File: src/hw/rtl/rttc_pkg.sv
// Types and constants for the rear time-to-collision unit
`timescale 1ns / 1ps
`default_nettype none
package rttc_pkg;
    localparam int D2_W  = 18;
    localparam int V_W   = 17;
    localparam int A_W   = 13;
    localparam int MAG_W = 17;
    localparam int CFG_W = 14;
    localparam int IDX_W = 3;

    localparam logic [IDX_W-1:0] CFG_AXLE_OFFSET = 3'd0;
    localparam logic [IDX_W-1:0] CFG_HOST_LENGTH = 3'd1;
    localparam logic [IDX_W-1:0] CFG_DEFAULT_TTC = 3'd2;
    localparam logic [IDX_W-1:0] CFG_LATENCY     = 3'd3;
    localparam logic [IDX_W-1:0] CFG_SPEED_BAND  = 3'd4;
    localparam logic [IDX_W-1:0] CFG_ACCEL_BAND  = 3'd5;

    typedef enum logic [2:0] {
        PATH_AHEAD       = 3'd0,
        PATH_NOT_CLOSING = 3'd1,
        PATH_LINEAR      = 3'd2,
        PATH_ROOT        = 3'd3,
        PATH_NO_REAL     = 3'd4,
        PATH_NO_POS      = 3'd5
    } t_path;

    typedef struct packed {
        logic             valid;
        t_path            path;
        logic [MAG_W-1:0] dabs;
        logic [MAG_W-1:0] uv;
    } t_meta;
endpackage
`default_nettype wire

File: src/hw/rtl/rttc_sqrt_cell.sv
// One square-root cell: resolves one root bit from the next radicand bit pair
`timescale 1ns / 1ps
`default_nettype none
module rttc_sqrt_cell
    import rttc_pkg::*;
#(
    parameter int RB = 21
) (
    input  wire logic            i_clk,
    input  wire logic            i_rst_n,
    input  wire logic            i_en,
    input  wire t_meta           i_meta,
    input  wire logic [2*RB-1:0] i_rad,
    input  wire logic [RB+1:0]   i_rem,
    input  wire logic [RB-1:0]   i_root,
    output t_meta                o_meta,
    output logic [2*RB-1:0]      o_rad,
    output logic [RB+1:0]        o_rem,
    output logic [RB-1:0]        o_root
);
    logic [RB+3:0] acc;
    logic [RB+3:0] trial;
    logic [RB+3:0] diff;
    logic          ge;
    t_meta         r_meta;
    logic [2*RB-1:0] r_rad;
    logic [RB+1:0] r_rem;
    logic [RB-1:0] r_root;

    always_comb begin
        acc   = {i_rem, i_rad[2*RB-1 -: 2]};
        trial = {2'b00, i_root, 2'b01};
        diff  = acc - trial;
        ge    = (acc >= trial);
    end

    always_ff @(posedge i_clk) begin
        if (!i_rst_n) begin
            r_meta.valid <= 1'b0;
        end else if (i_en) begin
            r_meta.valid <= i_meta.valid;
        end
    end

    always_ff @(posedge i_clk) begin
        if (i_en) begin
            r_meta.path <= i_meta.path;
            r_meta.dabs <= i_meta.dabs;
            r_meta.uv   <= i_meta.uv;
            r_rad       <= {i_rad[2*RB-3:0], 2'b00};
            r_rem       <= ge ? diff[RB+1:0] : acc[RB+1:0];
            r_root      <= {i_root[RB-2:0], ge};
        end
    end

    assign o_meta = r_meta;
    assign o_rad  = r_rad;
    assign o_rem  = r_rem;
    assign o_root = r_root;
endmodule
`default_nettype wire

File: config.mk
export PLATFORM = sky130hd
export DESIGN_NAME = rttc_sqrt_cell
export DESIGN_NICKNAME = d
export VERILOG_FILES = /design/src/hw/rtl/rttc_pkg.sv /design/src/hw/rtl/rttc_sqrt_cell.sv
export SDC_FILE = /design/constraint.sdc
export NUM_CORES = 1
export LEC_CHECK = 0
export CORE_UTILIZATION = 30
export CTS_CLUSTER_SIZE = 24
export DETAILED_ROUTE_END_ITERATION = 8
export DONT_BUFFER_PORTS = 1
export PLACE_DENSITY = 0.53
export SYNTH_ARGS = -nofsm -noshare
export SYNTH_HDL_FRONTEND = slang
export SYNTH_SLANG_ARGS = --single-unit
export TNS_END_PERCENT = 5
File: constraint.sdc
create_clock -name i_clk -period 3.36 [get_ports i_clk]
set_input_delay 0.672 -clock i_clk [delete_from_list [all_inputs] [get_ports i_clk]]
set_output_delay 0.672 -clock i_clk [all_outputs]
set_load 0.03 [all_outputs]
==> results.md <==
- Site Rows: just under 50
- H-Tree Depth: 4
- Placed insts: 602
- Total GRT Usage: 14.52%
- Max Slew Vio Count: 0
- Lkg Pwr: 2.386 nW
- First-pass GRT wire length: 19260 um
- Avg WL per Cell: 22.19 um
- Pin count of the biggest net entering global routing: 123
- Worst r2r src: o_meta[37]
- Setup TNS: 0 ns
- Post-CTS Hold Fix Bufs: 0
- Maximum VDD drop: 346.3 uV
- Final net count: 542
- Max-cap violation count: 0
- Synth Flop Type: edfxtp_1
- DRC errors left: 0
- I/O pins: ~250
- Vias: ~3200
- Chip Width: 137.3 um
- Initial Util: 30.58%
- Slew @ Worst Pin: 0.4950 ns
- Clock Skews: 0 ns
- Crit-path max FO: 8
- Mapped cell area: 5493 sq um
- WL final: about 14000 um
- R2R Setup Slk: 2.57 ns
- Post-CTS Setup Repair Bufs: 0
- Post-DP HPWL: roughly 11000 um
- Hold_sp: i_root[18]
- Initial antenna violation count: 2
- Initial DRC Count: 107
- Fmax: 369.3 MHz
- Ys async rst share: 0%
- Die height: 137.3 um
- CP endpoint: o_rem[22]
- CTS root buf: clkbuf_16
- RSZ-0062 raised after global routing: false
- Final Cycle Share: 80.59%
- Fin. Hold Viols: 0
- Setup crit start: i_root[12]
- Hold WC Path Type: input pin to flop
- Number of port buffers: 0
- TritonCTS Buffers: 17
- Core Area: around 18000 sq um
- Max clock buf depth: 2
- Vias in the first global route: 3146
- Vias per inst: slightly below 5
- Library cells used by synthesis: 57
- Power, Total: between 4 and 5 mW
- Cts repair resizes: 0
- Share of layout cells above drive strength 1: 17.33%
- R2r endpoint: o_meta[37]
- Layout area overhead: 16.86%
- Die Area: about 19000 sq um
- Worst slew margin: 66.65%
- Detailed Routing Iterations Pass 1: 4
- Critical Path End Type: flop
- Worst R2R Path Depth: 2
- FF+latch count, synth: 122
- EDFF count, synth: 121
- WP data required: approximately 3.6 ns
- Post-Syn Area per Cell: 14.69 sq um
- Final GP Congestion: slightly above 0.8
- GR Overflow Total: 0
- Outcome: finished, final reports clean
- Worst Setup Start Kind: input pin
- Clock Latency Late Sink: 0.41 ns
- Detail Route Antenna Nets: 0
- Power Dens Cells: 715.2 nW/um^2
- Period minus WS final: 2.708 ns
- Post-Layout Cell Count: 635
- Critical path arrival: 2.89 ns
- CTS sink cnt: ~120
- Post-Synthesis Cells: 374
- CTS tree: built
- Synthesis warning total: 0
- Clock Pin Slew Worst Setup and Hold Paths: 0.06 ns
- Final setup violation count: 0
- CP Class: input pin to flop
- Fill count: 1753
- Register area share after synthesis: 66.51%
-- synth_stat cells (all sizes together) (4+ instances only) --
master / n / area, sq um
a21o: 8 / 67.56
a21oi: 22 / 113.9
buf: 9 / 77.57
clkbuf: 5 / 18.77
edfxtp: 121 / 3633
ha: 23 / 287.8
inv: 31 / 121.4
mux2: 15 / 199.0
nand2: 15 / 56.30
nand3: 9 / 45.04
nand4: 9 / 56.30
nor2: 10 / 37.54
nor2b: 4 / 25.02
nor3: 7 / 35.03
nor4: 4 / 31.28
o21a: 7 / 52.55
o21ai: 15 / 75.07
o31ai: 4 / 43.79
xnor2: 11 / 96.34
xor2: 5 / 43.79
-- cell families after synthesis --
kind of cell	Yosys count	synth area share, %
AO/OA/AOI/OAI	80	10.91
adder cells (fa/ha/maj)	23	5.239
other	1	0.06827
AND/OR/NAND/NOR	70	6.765
buffers and inverters	45	3.964
flip-flops	122	66.51
multiplexers	17	3.987
XOR/XNOR	16	2.551
-- final cells by class --
type / count / area (sq um) / share of cell area (%)
timing repair buffer: 12 / 90.09 / 1.404
inverter: 31 / 121.4 / 1.891
clock buffer: 17 / 425.4 / 6.628
multi-input combinational: 208 / 1625 / 25.32
tap: 229 / 286.5 / 4.464
sequential: 122 / 3654 / 56.92
clock inverter: 14 / 211.5 / 3.294
antenna: 2 / 5.005 / 0.07797
-- registers in the layout, summed over array words and instances, names as in the netlist --
name and flops:
o_rad 40, o_meta 38, o_rem 23, o_root 21
-- how the worst min path moves through the flow --
stage                       endpoint  depth (start not counted)
after CTS                 o_root[19]                          0
after detailed placement  o_meta[37]                          2
after floorplan           o_meta[37]                          2
after global routing      o_root[19]                          0
after global placement    o_meta[37]                          2
final                     o_root[19]                          0
-- report_power, final --
part | total, mW | switching [mW] | internal, mW
Sequential | 2.22 | 0.353 | 1.86
Clock | 1.98 | 0.719 | 1.26
Combinational | 0.394 | 0.210 | 0.184
-- through the flow --
stage          utilization, %  hold WS [ns]  setup slack [ns]  area, sq um
6_report                35.73        0.3373            0.6520         6419
5_1_grt                 35.73        0.3225            0.5013         6419
2_1_floorplan               -        0.6404            0.3358         5497
3_5_place_dp            32.16        0.6633            0.2266         5777
3_3_place_gp            32.16        0.6595            0.1578         5777
4_1_cts                 35.70        0.3225            0.6128         6414
-- cell usage in the layout (no fill, tap or decap), types with 9 or more instances in the layout --
master and count:
edfxtp_1 121, inv_1 30, ha_1 23, a21oi_1 21, clkbuf_16 17, nand2_1 15, o21ai_0 15, buf_4 12
xnor2_1 11, nor2_1 10, nand4_1 9, nand3_1 9
-- layer usage --
metal	global-route usage, %	up-vias	routed length [um]
li1	-	1468	-
met1	14.35	1492	5212
met2	25.84	174	7280
met3	6.806	16	1360
met4	6.349	0	238
met5	0	-	0
-- critical path: stages --
cell and delay, ns:
inv_1 0.02, ha_1 0.36, and4_1 0.31, nand4_1 0.15, nor4_2 0.41, o31ai_4 0.08
and2_1 0.20, buf_4 0.20, o41ai_1 0.49
Note: power is estimated with default switching activity, not from simulation.
