==> src/hw/rtl/rttc_pkg.sv <==
// Types and constants for the rear time-to-collision unit
`timescale 1ns / 1ps
`default_nettype none
package rttc_pkg;
    localparam int D2_W  = 18;
    localparam int V_W   = 17;
    localparam int A_W   = 13;
    localparam int MAG_W = 17;
    localparam int CFG_W = 14;
    localparam int IDX_W = 3;

    localparam logic [IDX_W-1:0] CFG_AXLE_OFFSET = 3'd0;
    localparam logic [IDX_W-1:0] CFG_HOST_LENGTH = 3'd1;
    localparam logic [IDX_W-1:0] CFG_DEFAULT_TTC = 3'd2;
    localparam logic [IDX_W-1:0] CFG_LATENCY     = 3'd3;
    localparam logic [IDX_W-1:0] CFG_SPEED_BAND  = 3'd4;
    localparam logic [IDX_W-1:0] CFG_ACCEL_BAND  = 3'd5;

    typedef enum logic [2:0] {
        PATH_AHEAD       = 3'd0,
        PATH_NOT_CLOSING = 3'd1,
        PATH_LINEAR      = 3'd2,
        PATH_ROOT        = 3'd3,
        PATH_NO_REAL     = 3'd4,
        PATH_NO_POS      = 3'd5
    } t_path;

    typedef struct packed {
        logic             valid;
        t_path            path;
        logic [MAG_W-1:0] dabs;
        logic [MAG_W-1:0] uv;
    } t_meta;
endpackage
`default_nettype wire

==> src/hw/rtl/rttc_div_cell.sv <==
// One divider cell: restoring step that yields one quotient bit
`timescale 1ns / 1ps
`default_nettype none
module rttc_div_cell
    import rttc_pkg::*;
#(
    parameter int NW = 31,
    parameter int DW = 22
) (
    input  wire logic          i_clk,
    input  wire logic          i_rst_n,
    input  wire logic          i_en,
    input  wire t_meta         i_meta,
    input  wire logic [NW-1:0] i_num,
    input  wire logic [DW-1:0] i_den,
    input  wire logic [DW-1:0] i_rem,
    input  wire logic [NW-1:0] i_quo,
    output t_meta              o_meta,
    output logic [NW-1:0]      o_num,
    output logic [DW-1:0]      o_den,
    output logic [DW-1:0]      o_rem,
    output logic [NW-1:0]      o_quo
);
    logic [DW:0]   acc;
    logic [DW:0]   diff;
    logic          ge;
    t_meta         r_meta;
    logic [NW-1:0] r_num;
    logic [DW-1:0] r_den;
    logic [DW-1:0] r_rem;
    logic [NW-1:0] r_quo;

    always_comb begin
        acc  = {i_rem, i_num[NW-1]};
        diff = acc - {1'b0, i_den};
        ge   = (acc >= {1'b0, i_den});
    end

    always_ff @(posedge i_clk) begin
        if (!i_rst_n) begin
            r_meta.valid <= 1'b0;
        end else if (i_en) begin
            r_meta.valid <= i_meta.valid;
        end
    end

    always_ff @(posedge i_clk) begin
        if (i_en) begin
            r_meta.path <= i_meta.path;
            r_meta.dabs <= i_meta.dabs;
            r_meta.uv   <= i_meta.uv;
            r_num       <= {i_num[NW-2:0], 1'b0};
            r_den       <= i_den;
            r_rem       <= ge ? diff[DW-1:0] : acc[DW-1:0];
            r_quo       <= {i_quo[NW-2:0], ge};
        end
    end

    assign o_meta = r_meta;
    assign o_num  = r_num;
    assign o_den  = r_den;
    assign o_rem  = r_rem;
    assign o_quo  = r_quo;
endmodule
`default_nettype wire

==> config.mk <==
export PLATFORM = sky130hd
export DESIGN_NAME = rttc_div_cell
export DESIGN_NICKNAME = d
export VERILOG_FILES = /design/src/hw/rtl/rttc_pkg.sv /design/src/hw/rtl/rttc_div_cell.sv
export SDC_FILE = /design/constraint.sdc
export NUM_CORES = 1
export LEC_CHECK = 0
export BUFFER_PORTS_ARGS = -buffer_cell sky130_fd_sc_hd__buf_2
export CAP_MARGIN = 25
export CORE_MARGIN = 3
export CORE_UTILIZATION = 35
export DETAILED_ROUTE_END_ITERATION = 10
export GPL_TIMING_DRIVEN = 0
export MAX_ROUTING_LAYER = met4
export PLACE_DENSITY = 0.76
export SYNTH_ARGS = -nofsm -noshare
export SYNTH_HDL_FRONTEND = slang
export SYNTH_SLANG_ARGS = --single-unit
==> constraint.sdc <==
create_clock -name i_clk -period 2.5 [get_ports i_clk]
set_clock_uncertainty 0.15 [all_clocks]
set_input_delay 0.25 -clock i_clk [delete_from_list [all_inputs] [get_ports i_clk]]
set_output_delay 0.25 -clock i_clk [all_outputs]
set_load 0.02 [all_outputs]
==> flow_summary_export.csv, run 1 <==
group,metric,value,unit
floorplanning,io_pins,291,
power_and_ir_drop,power_switching,1950,uW
worst_setup_path,critPathArrivalTime,2410,ps
power_and_ir_drop,finalPower,6830,uW
global_routing,grt-ovfl-total,0,
detailed_routing,drc,0,
detailed_routing,first_pass_iters,5,
worst_setup_path,start_kind,"primary input",
worst_setup_path,worstPathMaxFanout,10,
clock_tree,cts_htree_levels,4,
placement,portBuffers,288,
synthesis,synth_edf_count,142,
cells_and_area,final_area,10000,sq um
power_and_ir_drop,pwr-share-clk,0.354,
placement,dp_slack,-615,ps
sta,drv_slew,0,
power_and_ir_drop,leakagePower,0.00432,uW
floorplanning,core_area,16800,sq um
clock_tree,numCtsBuffers,17,
clock_tree,cts_max_path_buffers,2,
power_and_ir_drop,p_sw_frac,0.286,
clock_tree,cts_tree,"yes",
sta,rsz0062_at_grt,"no",
detailed_routing,dr_wl_met2,10400,um
clock_tree,clkTransAtPathRegs,60,ps
synthesis,synth_nets,558,
global_routing,grt_max_degree,98,
detailed_routing,wl_met1,7500,um
cells_and_area,final_common_cell,"buf_2",
clock_tree,root_buffer,"clkbuf_16",
worst_setup_path,critPathKind,"in2reg",
detailed_routing,wl,20200,um
global_routing,grt_pass1_vias,5030,
status,status,"finished clean",
detailed_routing,drt-initial-drc-count,396,
cells_and_area,drive_above_1_share,0.454,
synthesis,avgSynthCellArea,15.6,sq um
job,cap_viol_max_count,0,
synthesis,ys.flop_type,"edfxtp_1",
cells_and_area,area_growth,65.6,%
cells_and_area,mostFrequentLayoutCells,"buf_2, edfxtp_1, dlygate4sd3_1",
floorplanning,dieArea,18900,sq um
global_routing,grt_pass1_wl,27800,um
worst_setup_path,end_kind,"register",
hold_path,hp-class,"in2reg",
worst_setup_path,rrSetupSlack,1190,ps
cells_and_area,final_nets,1013,
worst_setup_path,worstPathRequired,2510,ps
power_and_ir_drop,comb_power_share,0.214,
placement,hpwl,13500,um
synthesis,synthDistinctLibCells,56,
synthesis,async_flop_share,0,
clock_tree,insertion_delay,410,ps
power_and_ir_drop,intPower,4870,uW
global_routing,antenna_found_initial,1,
global_routing,grt_use_total,0.204,
detailed_routing,vias,5166,
placement,post_dp_cell_area,7860,sq um
detailed_routing,wl_met3,1650,um
synthesis,synth-seq-cells,143,
power_and_ir_drop,power_density,682,nW/um^2
clock_tree,cts_num_sinks,143,
sta,final.setup.worst_slack,96.5,ps
floorplanning,num_rows,47,
floorplanning,dieHeight,137,um
synthesis,synthCells,388,
sta,whs,23.9,ps
sta,fmax,416,MHz
sta,period_minus_slack,2400,ps
sta,hold_violations,0,
sta,finalCritPeriodShare,0.961,
power_and_ir_drop,ir_worst_vdd,0.442,mV
detailed_routing,top_layer_used,"met4",
synthesis,yosys_warnings,0,
placement,gp_congestion,0.858,
floorplanning,start_util,0.360,
detailed_routing,viasPerCell,4.80,
detailed_routing,drtAntennaViolNets,0,
floorplanning,die_w,137,um
power_and_ir_drop,pwr-share-seq,0.432,
detailed_routing,wire_per_inst,18.7,um
synthesis,yosysSeqAreaShare,0.709,
sta,setup_viol,0,
synthesis,netlist_area,6040,sq um
power groups by stage:
stage | Clock (uW) | Sequential, uW | Combinational [uW]
floorplan | 0 | 3290 | 421
global placement | 0 | 2990 | 1190
detailed placement | 0 | 2990 | 1210
CTS | 2470 | 2940 | 1390
global route | 2570 | 2970 | 1560
finish | 2410 | 2950 | 1460
logic make-up after synthesis:
family	after synthesis	share of synthesized area
other	1	0.000621
adders and majority gates	23	0.0489
muxes	21	0.0479
buffers and inverters	39	0.0307
and+or+nand+nor	73	0.0640
xor gates and xnor gates	15	0.0218
DFF	143	0.709
AOI/OAI and AO/OA	73	0.0769
cell usage after synthesis (all sizes together), types with 7 or more instances:
| library cell | number | area share |
|---|---|---|
| buf | 7 | 0.011 |
| inv | 29 | 0.018 |
| edfxtp | 142 | 0.71 |
| nor2 | 11 | 0.0068 |
| xor2 | 7 | 0.010 |
| xnor2 | 8 | 0.012 |
| nand2 | 22 | 0.014 |
| mux2 | 18 | 0.043 |
| o21ai | 15 | 0.012 |
| ha | 22 | 0.046 |
| a21oi | 25 | 0.021 |
state kept, by name (all words and copies together) (netlist names):
register  count
o_meta       38
o_quo        31
o_num        30
o_den        22
o_rem        22
per-layer routing:
metal	track usage	vias to the layer above
li1	-	2407
met1	0.225	2461
met2	0.350	257
met3	0.0599	41
met4	0.0809	0
met5	-	-
final timing paths:
check,start,endpoint,cells past startpoint
setup / recovery,i_den[12],o_rem[11],10
hold / removal,i_rem[18],o_rem[19],2
setup reg to reg,o_meta[37],o_meta[37],3
hold reg to reg,o_meta[37],o_meta[37],3
timing repair:
action	CTS	global route
setup buffers	6	12
endpoints found under the setup margin	17	20
gates cloned	0	1
pin swaps	2	9
hold buffers	131	0
hold endpoints to repair	130	0
resized for setup	8	20
layout make-up:
cell class	instances	area (sq um)
Fill cell	1308	6760
Sequential cell	143	4280
Timing Repair Buffer	439	2950
Multi-Input combinational cell	206	1730
Clock buffer	17	425
Tap cell	220	275
Clock inverter	15	144
Inverter	29	121
Buffer	7	65.1
Antenna cell	1	2.50
worst max-delay path, cell delays in order:
cell	delay (ps)
buf_2	90
inv_2	40
ha_4	270
and4_4	240
nand4_1	140
a211o_1	270
a2111o_1	440
and2_4	200
buf_12	160
mux2_4	300
metrics by stage:
stage                     utilization  cells  setup TNS [ps]
final                           0.597   1077               0
after global routing            0.597   1077               0
after CTS                       0.585   1066               0
after detailed placement        0.469    897          -12190
after global placement          0.467    896         -103060
after floorplan                     -    388           -2970
(Power assumes the default switching activity.)
==> run 2: changes to the inputs <==
--- a/config.mk
+++ b/config.mk
@@ -12,7 +12,7 @@
 export DETAILED_ROUTE_END_ITERATION = 10
 export GPL_TIMING_DRIVEN = 0
 export MAX_ROUTING_LAYER = met4
-export PLACE_DENSITY = 0.76
+export PLACE_DENSITY = 0.73
 export SYNTH_ARGS = -nofsm -noshare
 export SYNTH_HDL_FRONTEND = slang
 export SYNTH_SLANG_ARGS = --single-unit
==> constraint.sdc (replaced) <==
create_clock -name i_clk -period 3.01 [get_ports i_clk]
set_clock_uncertainty 0.15 [all_clocks]
set_input_delay 0.301 -clock i_clk [delete_from_list [all_inputs] [get_ports i_clk]]
set_output_delay 0.301 -clock i_clk [all_outputs]
set_load 0.02 [all_outputs]
==> flow_summary_export.csv, run 2 (synthesized netlist as in run 1, its figures left out) <==
group,metric,value,unit
floorplanning,die_w,137,um
detailed_routing,drtAntennaViolNets,0,
detailed_routing,wl,19800,um
detailed_routing,wire_per_inst,18.8,um
floorplanning,dieHeight,137,um
worst_setup_path,critPathArrivalTime,2860,ps
floorplanning,start_util,0.360,
worst_setup_path,end_kind,"register",
sta,whs,34.3,ps
hold_path,worstHoldPathCells,3,
global_routing,antenna_found_initial,1,
floorplanning,io_pins,291,
detailed_routing,vias,4962,
global_routing,grt_use_total,0.205,
power_and_ir_drop,leakagePower,0.00418,uW
clock_tree,cts_tree,"yes",
placement,hpwl,13800,um
global_routing,grt_pass1_wl,27800,um
clock_tree,clkTransAtPathRegs,60,ps
worst_setup_path,rrSetupSlack,2270,ps
clock_tree,insertion_delay,400,ps
cells_and_area,drive_above_1_share,0.423,
worst_setup_path,reg2reg_to,"o_meta[37]",
hold_path,hp-class,"in2reg",
floorplanning,core_area,16800,sq um
detailed_routing,drc,0,
clock_tree,cts_htree_levels,4,
floorplanning,num_rows,47,
sta,drv_slew,0,
detailed_routing,viasPerCell,4.73,
status,status,"finished clean",
detailed_routing,first_pass_iters,5,
hold_path,min_to,"o_meta[37]",
worst_setup_path,worstPathRequired,3020,ps
cells_and_area,mostFrequentLayoutCells,"buf_2, edfxtp_1, dlygate4sd3_1",
sta,hold_violations,0,
power_and_ir_drop,ir_worst_vdd,0.407,mV
job,cap_viol_max_count,0,
sta,rsz0062_at_grt,"no",
worst_setup_path,worstPathMaxFanout,10,
floorplanning,dieArea,18900,sq um
detailed_routing,drt-initial-drc-count,279,
cells_and_area,final_common_cell,"buf_2",
cells_and_area,area_growth,58.8,%
global_routing,grt-ovfl-total,0,
worst_setup_path,start_kind,"primary input",
sta,fmax,351,MHz
placement,post_dp_cell_area,7790,sq um
cells_and_area,postLayoutCoreUtil,0.572,
sta,setup_viol,0,
worst_setup_path,critPathKind,"in2reg",
sta,finalCritPeriodShare,0.947,
clock_tree,numCtsBuffers,17,
global_routing,grt_max_degree,98,
power_and_ir_drop,finalPower,5690,uW
cells_and_area,final_nets,984,
worst_setup_path,r2r-start,"o_meta[37]",
clock_tree,cts_max_path_buffers,2,
placement,portBuffers,288,
cells_and_area,largest_reg_flops,38,
power_and_ir_drop,power_density,594,nW/um^2
clock_tree,root_buffer,"clkbuf_16",
sta,tightest_slew,595,ps
cells_and_area,final_area,9590,sq um
global_routing,grt_pass1_vias,5042,
hold_path,hp-start,"i_meta[37]",
placement,gp_congestion,0.877,
clock_tree,cts_num_sinks,143,
sta,period_minus_slack,2850,ps
sta,relSlewSlack,0.599,
worst_setup_path,ff2ff_path_depth,2,
[run 2: changes by cell type in the layout (fill, tap and decap cells not counted), sizes merged]
cell         previous run  this run
buf                   312       296
inv                    39        38
dlygate4sd3           131       120
clkinvlp                1         2
clkbuf                 20        18
diode                   1         2
bufinv                  0         2
clkinv                  4         2
[run 2: per-stage QoR]
step	cells	setup TNS (ps)	setup WS [ps]
6_report	1049	0	159
5_1_grt	1048	0	41.2
4_1_cts	1049	0	18.0
3_5_place_dp	897	-1290	-101
3_3_place_gp	896	-30590	-266
2_1_floorplan	388	0	215
[run 2: power breakdown]
part	total (uW)	switching (uW)	internal (uW)
combinational	1130	645	487
clock	2110	861	1250
sequential	2450	47.5	2400
total	5690	1550	4140
[run 2: layer usage]
metal | vias to the layer above | GRT usage | share of wire
li1 | 2342 | - | -
met1 | 2355 | 0.222 | 0.37
met2 | 232 | 0.359 | 0.52
met3 | 33 | 0.0570 | 0.079
met4 | 0 | 0.0748 | 0.030
met5 | - | - | 0
[run 2: critical path, stage by stage]
cell and delay (ps):
dlygate4sd3_1 520, buf_2 110, inv_1 40, ha_1 370, a21oi_1 190, o21ai_1 120
a31oi_1 210, o211a_1 220, and2_4 160, buf_6 120, buf_6 170, mux2_4 320
[run 2: area by class of cell]
cell class / count / area, sq um
tap: 220 / 275
buffer: 8 / 68.8
antenna: 2 / 5.00
sequential: 143 / 4280
inverter: 29 / 109
fill: 1332 / 7170
multi-input combinational: 206 / 1570
clock buffer: 17 / 425
clock inverter: 15 / 171
timing repair buffer: 409 / 2680
[run 2: worst max-delay path by stage]
stage / from / endpoint / slack (ps)
after global placement: i_en / o_meta[37] / -270
after CTS: i_den[19] / o_rem[15] / 20
final: i_den[16] / o_rem[15] / 160
after global routing: i_den[19] / o_rem[15] / 40
after detailed placement: i_den[11] / o_rem[15] / -100
after floorplan: i_den[14] / o_rem[10] / 220
[run 2: repair_timing]
item	CTS	global route
hold buffers	120	0
setup buffers	0	0
hold endpoints to repair	120	0
setup endpoints to repair	0	18
resized for setup	0	3
==> run 3: changes to the inputs <==
--- a/config.mk
+++ b/config.mk
@@ -7,7 +7,7 @@
 export LEC_CHECK = 0
 export BUFFER_PORTS_ARGS = -buffer_cell sky130_fd_sc_hd__buf_2
 export CAP_MARGIN = 25
-export CORE_MARGIN = 3
+export CORE_MARGIN = 5
 export CORE_UTILIZATION = 35
 export DETAILED_ROUTE_END_ITERATION = 10
 export GPL_TIMING_DRIVEN = 0
==> flow_summary_export.csv, run 3 (synthesized netlist as in run 1, its figures left out) <==
group,metric,value,unit
status,status,"finished clean",
detailed_routing,viasPerCell,4.79,
cells_and_area,final_area,9600,sq um
cells_and_area,area_growth,58.9,%
hold_path,hp-class,"in2reg",
hold_path,worstHoldPathCells,3,
worst_setup_path,start_kind,"primary input",
power_and_ir_drop,leakagePower,0.00417,uW
sta,relSlewSlack,0.657,
sta,fmax,338,MHz
global_routing,grt-ovfl-total,0,
placement,post_dp_cell_area,7800,sq um
worst_setup_path,cpMaxStageDelayCell,"dlygate4sd3_1",
worst_setup_path,critPathMaxStageDelay,520,ps
global_routing,grt_max_degree,98,
clock_tree,cts_max_path_buffers,2,
worst_setup_path,worstPathBufferInverterCount,5,
global_routing,antenna_found_initial,2,
sta,drv_slew,0,
detailed_routing,first_pass_iters,4,
cells_and_area,fillers,1370,
sta,period_minus_slack,2960,ps
worst_setup_path,crit_cells,11,
worst_setup_path,critPathArrivalTime,2980,ps
global_routing,grt_pass1_vias,5222,
clock_tree,clkTransAtPathRegs,60,ps
placement,gp_congestion,0.876,
cells_and_area,final_nets,986,
detailed_routing,wire_per_inst,19.9,um
clock_tree,cts_num_sinks,143,
cells_and_area,mostFrequentLayoutCells,"buf_2, edfxtp_1, dlygate4sd3_1",
sta,whs,13.9,ps
power_and_ir_drop,ir_worst_vdd,0.380,mV
worst_setup_path,crit_family,"buffers and inverters",
detailed_routing,drc,0,
placement,dp.cells,902,
floorplanning,dieHeight,141,um
power_and_ir_drop,power_density,581,nW/um^2
detailed_routing,wl,21000,um
cells_and_area,finalNonFillerCells,1056,
clock_tree,cts_tree,"yes",
clock_tree,insertion_delay,410,ps
floorplanning,core_area,17100,sq um
detailed_routing,vias,5058,
clock_tree,numCtsBuffers,17,
worst_setup_path,end_kind,"register",
clock_tree,root_buffer,"clkbuf_16",
worst_setup_path,worstPathMaxFanout,6,
worst_setup_path,worstPathRequired,3030,ps
clock_tree,cts_htree_levels,4,
placement,hpwl,14500,um
floorplanning,start_util,0.353,
global_routing,grt_pass1_wl,29900,um
sta,finalCritPeriodShare,0.984,
detailed_routing,drtAntennaViolNets,0,
floorplanning,dieArea,20000,sq um
sta,hold_violations,0,
floorplanning,die_w,141,um
worst_setup_path,critPathKind,"in2reg",
worst_setup_path,cp_cell_sequence,"dlygate4sd3_1 -> buf_2 -> inv_1 -> ha_4 -> buf_6 -> nand4_1 -> a211o_1 -> a2111o_1 -> and2_4 -> clkbuf_16 -> mux2_4",
sta,setup_viol,0,
sta,tightest_slew,510,ps
cells_and_area,final_common_cell,"buf_2",
cells_and_area,drive_above_1_share,0.425,
job,cap_viol_max_count,0,
placement,portBuffers,288,
global_routing,grt_use_total,0.206,
cells_and_area,largest_reg_flops,38,
detailed_routing,drt-initial-drc-count,343,
floorplanning,num_rows,48,
worst_setup_path,ff2ff_path_depth,2,
floorplanning,io_pins,291,
[run 3: layout make-up]
class,count,area [sq um],area share
clock inverters,14,124,0.0129
multi-input cells,206,1580,0.165
clock buffers,18,429,0.0447
flip-flops and latches,143,4280,0.446
inverters,29,109,0.0113
plain buffers,7,67.6,0.00704
diodes,2,5.00,0.000521
well taps,225,282,0.0293
repair buffers,412,2720,0.283
[run 3: report_power, final]
group / total (uW) / leakage [uW] / switching (uW) / internal (uW)
combinational: 1150 / 0.00251 / 657 / 497
sequential: 2450 / 0.00140 / 47.2 / 2400
clock: 1970 / 0.000256 / 891 / 1080
total: 5580 / 0.00417 / 1600 / 3980
[run 3: worst reg2reg max path, stage by stage (launching register included)]
cell and delay, ps:
dfxtp_1 310, mux2i_1 130, nor2b_1 60
[run 3: through the flow]
stage / setup TNS [ps] / worst slack [ps] / util / total power [uW]
6_report: 0 / 47.7 / 0.561 / 5580
2_1_floorplan: 0 / 215 / - / 3070
5_1_grt: -55.5 / -19.0 / 0.561 / 5810
4_1_cts: 0 / 25.1 / 0.558 / 5600
3_3_place_gp: -24300 / -228 / 0.454 / 3470
3_5_place_dp: -1380 / -105 / 0.455 / 3490
[run 3: path summary, 6_finish.rpt]
kind                                   end       start  slack (ps)
worst min register to register  o_meta[37]  o_meta[37]         380
worst min-delay path            o_meta[37]  i_meta[37]          10
worst max-delay path             o_rem[10]    i_den[7]          50
worst max register to register  o_meta[37]  o_meta[37]        2250
[run 3: repair_timing]
| item | in CTS | in global routing |
|---|---|---|
| setup endpoints to repair | 0 | 18 |
| setup buffers | 0 | 2 |
| resized for setup | 0 | 8 |
| endpoints found under the hold margin | 120 | 0 |
| hold buffers | 120 | 0 |
[run 3: metal layers]
layer / routed length, um / GRT usage / part of all wire / up-vias
li1: - / - / - / 2356
met1: 7780 / 0.217 / 0.37 / 2410
met2: 10700 / 0.354 / 0.51 / 246
met3: 1700 / 0.0684 / 0.081 / 46
met4: 845 / 0.0882 / 0.040 / 0
met5: 0 / - / 0 / -
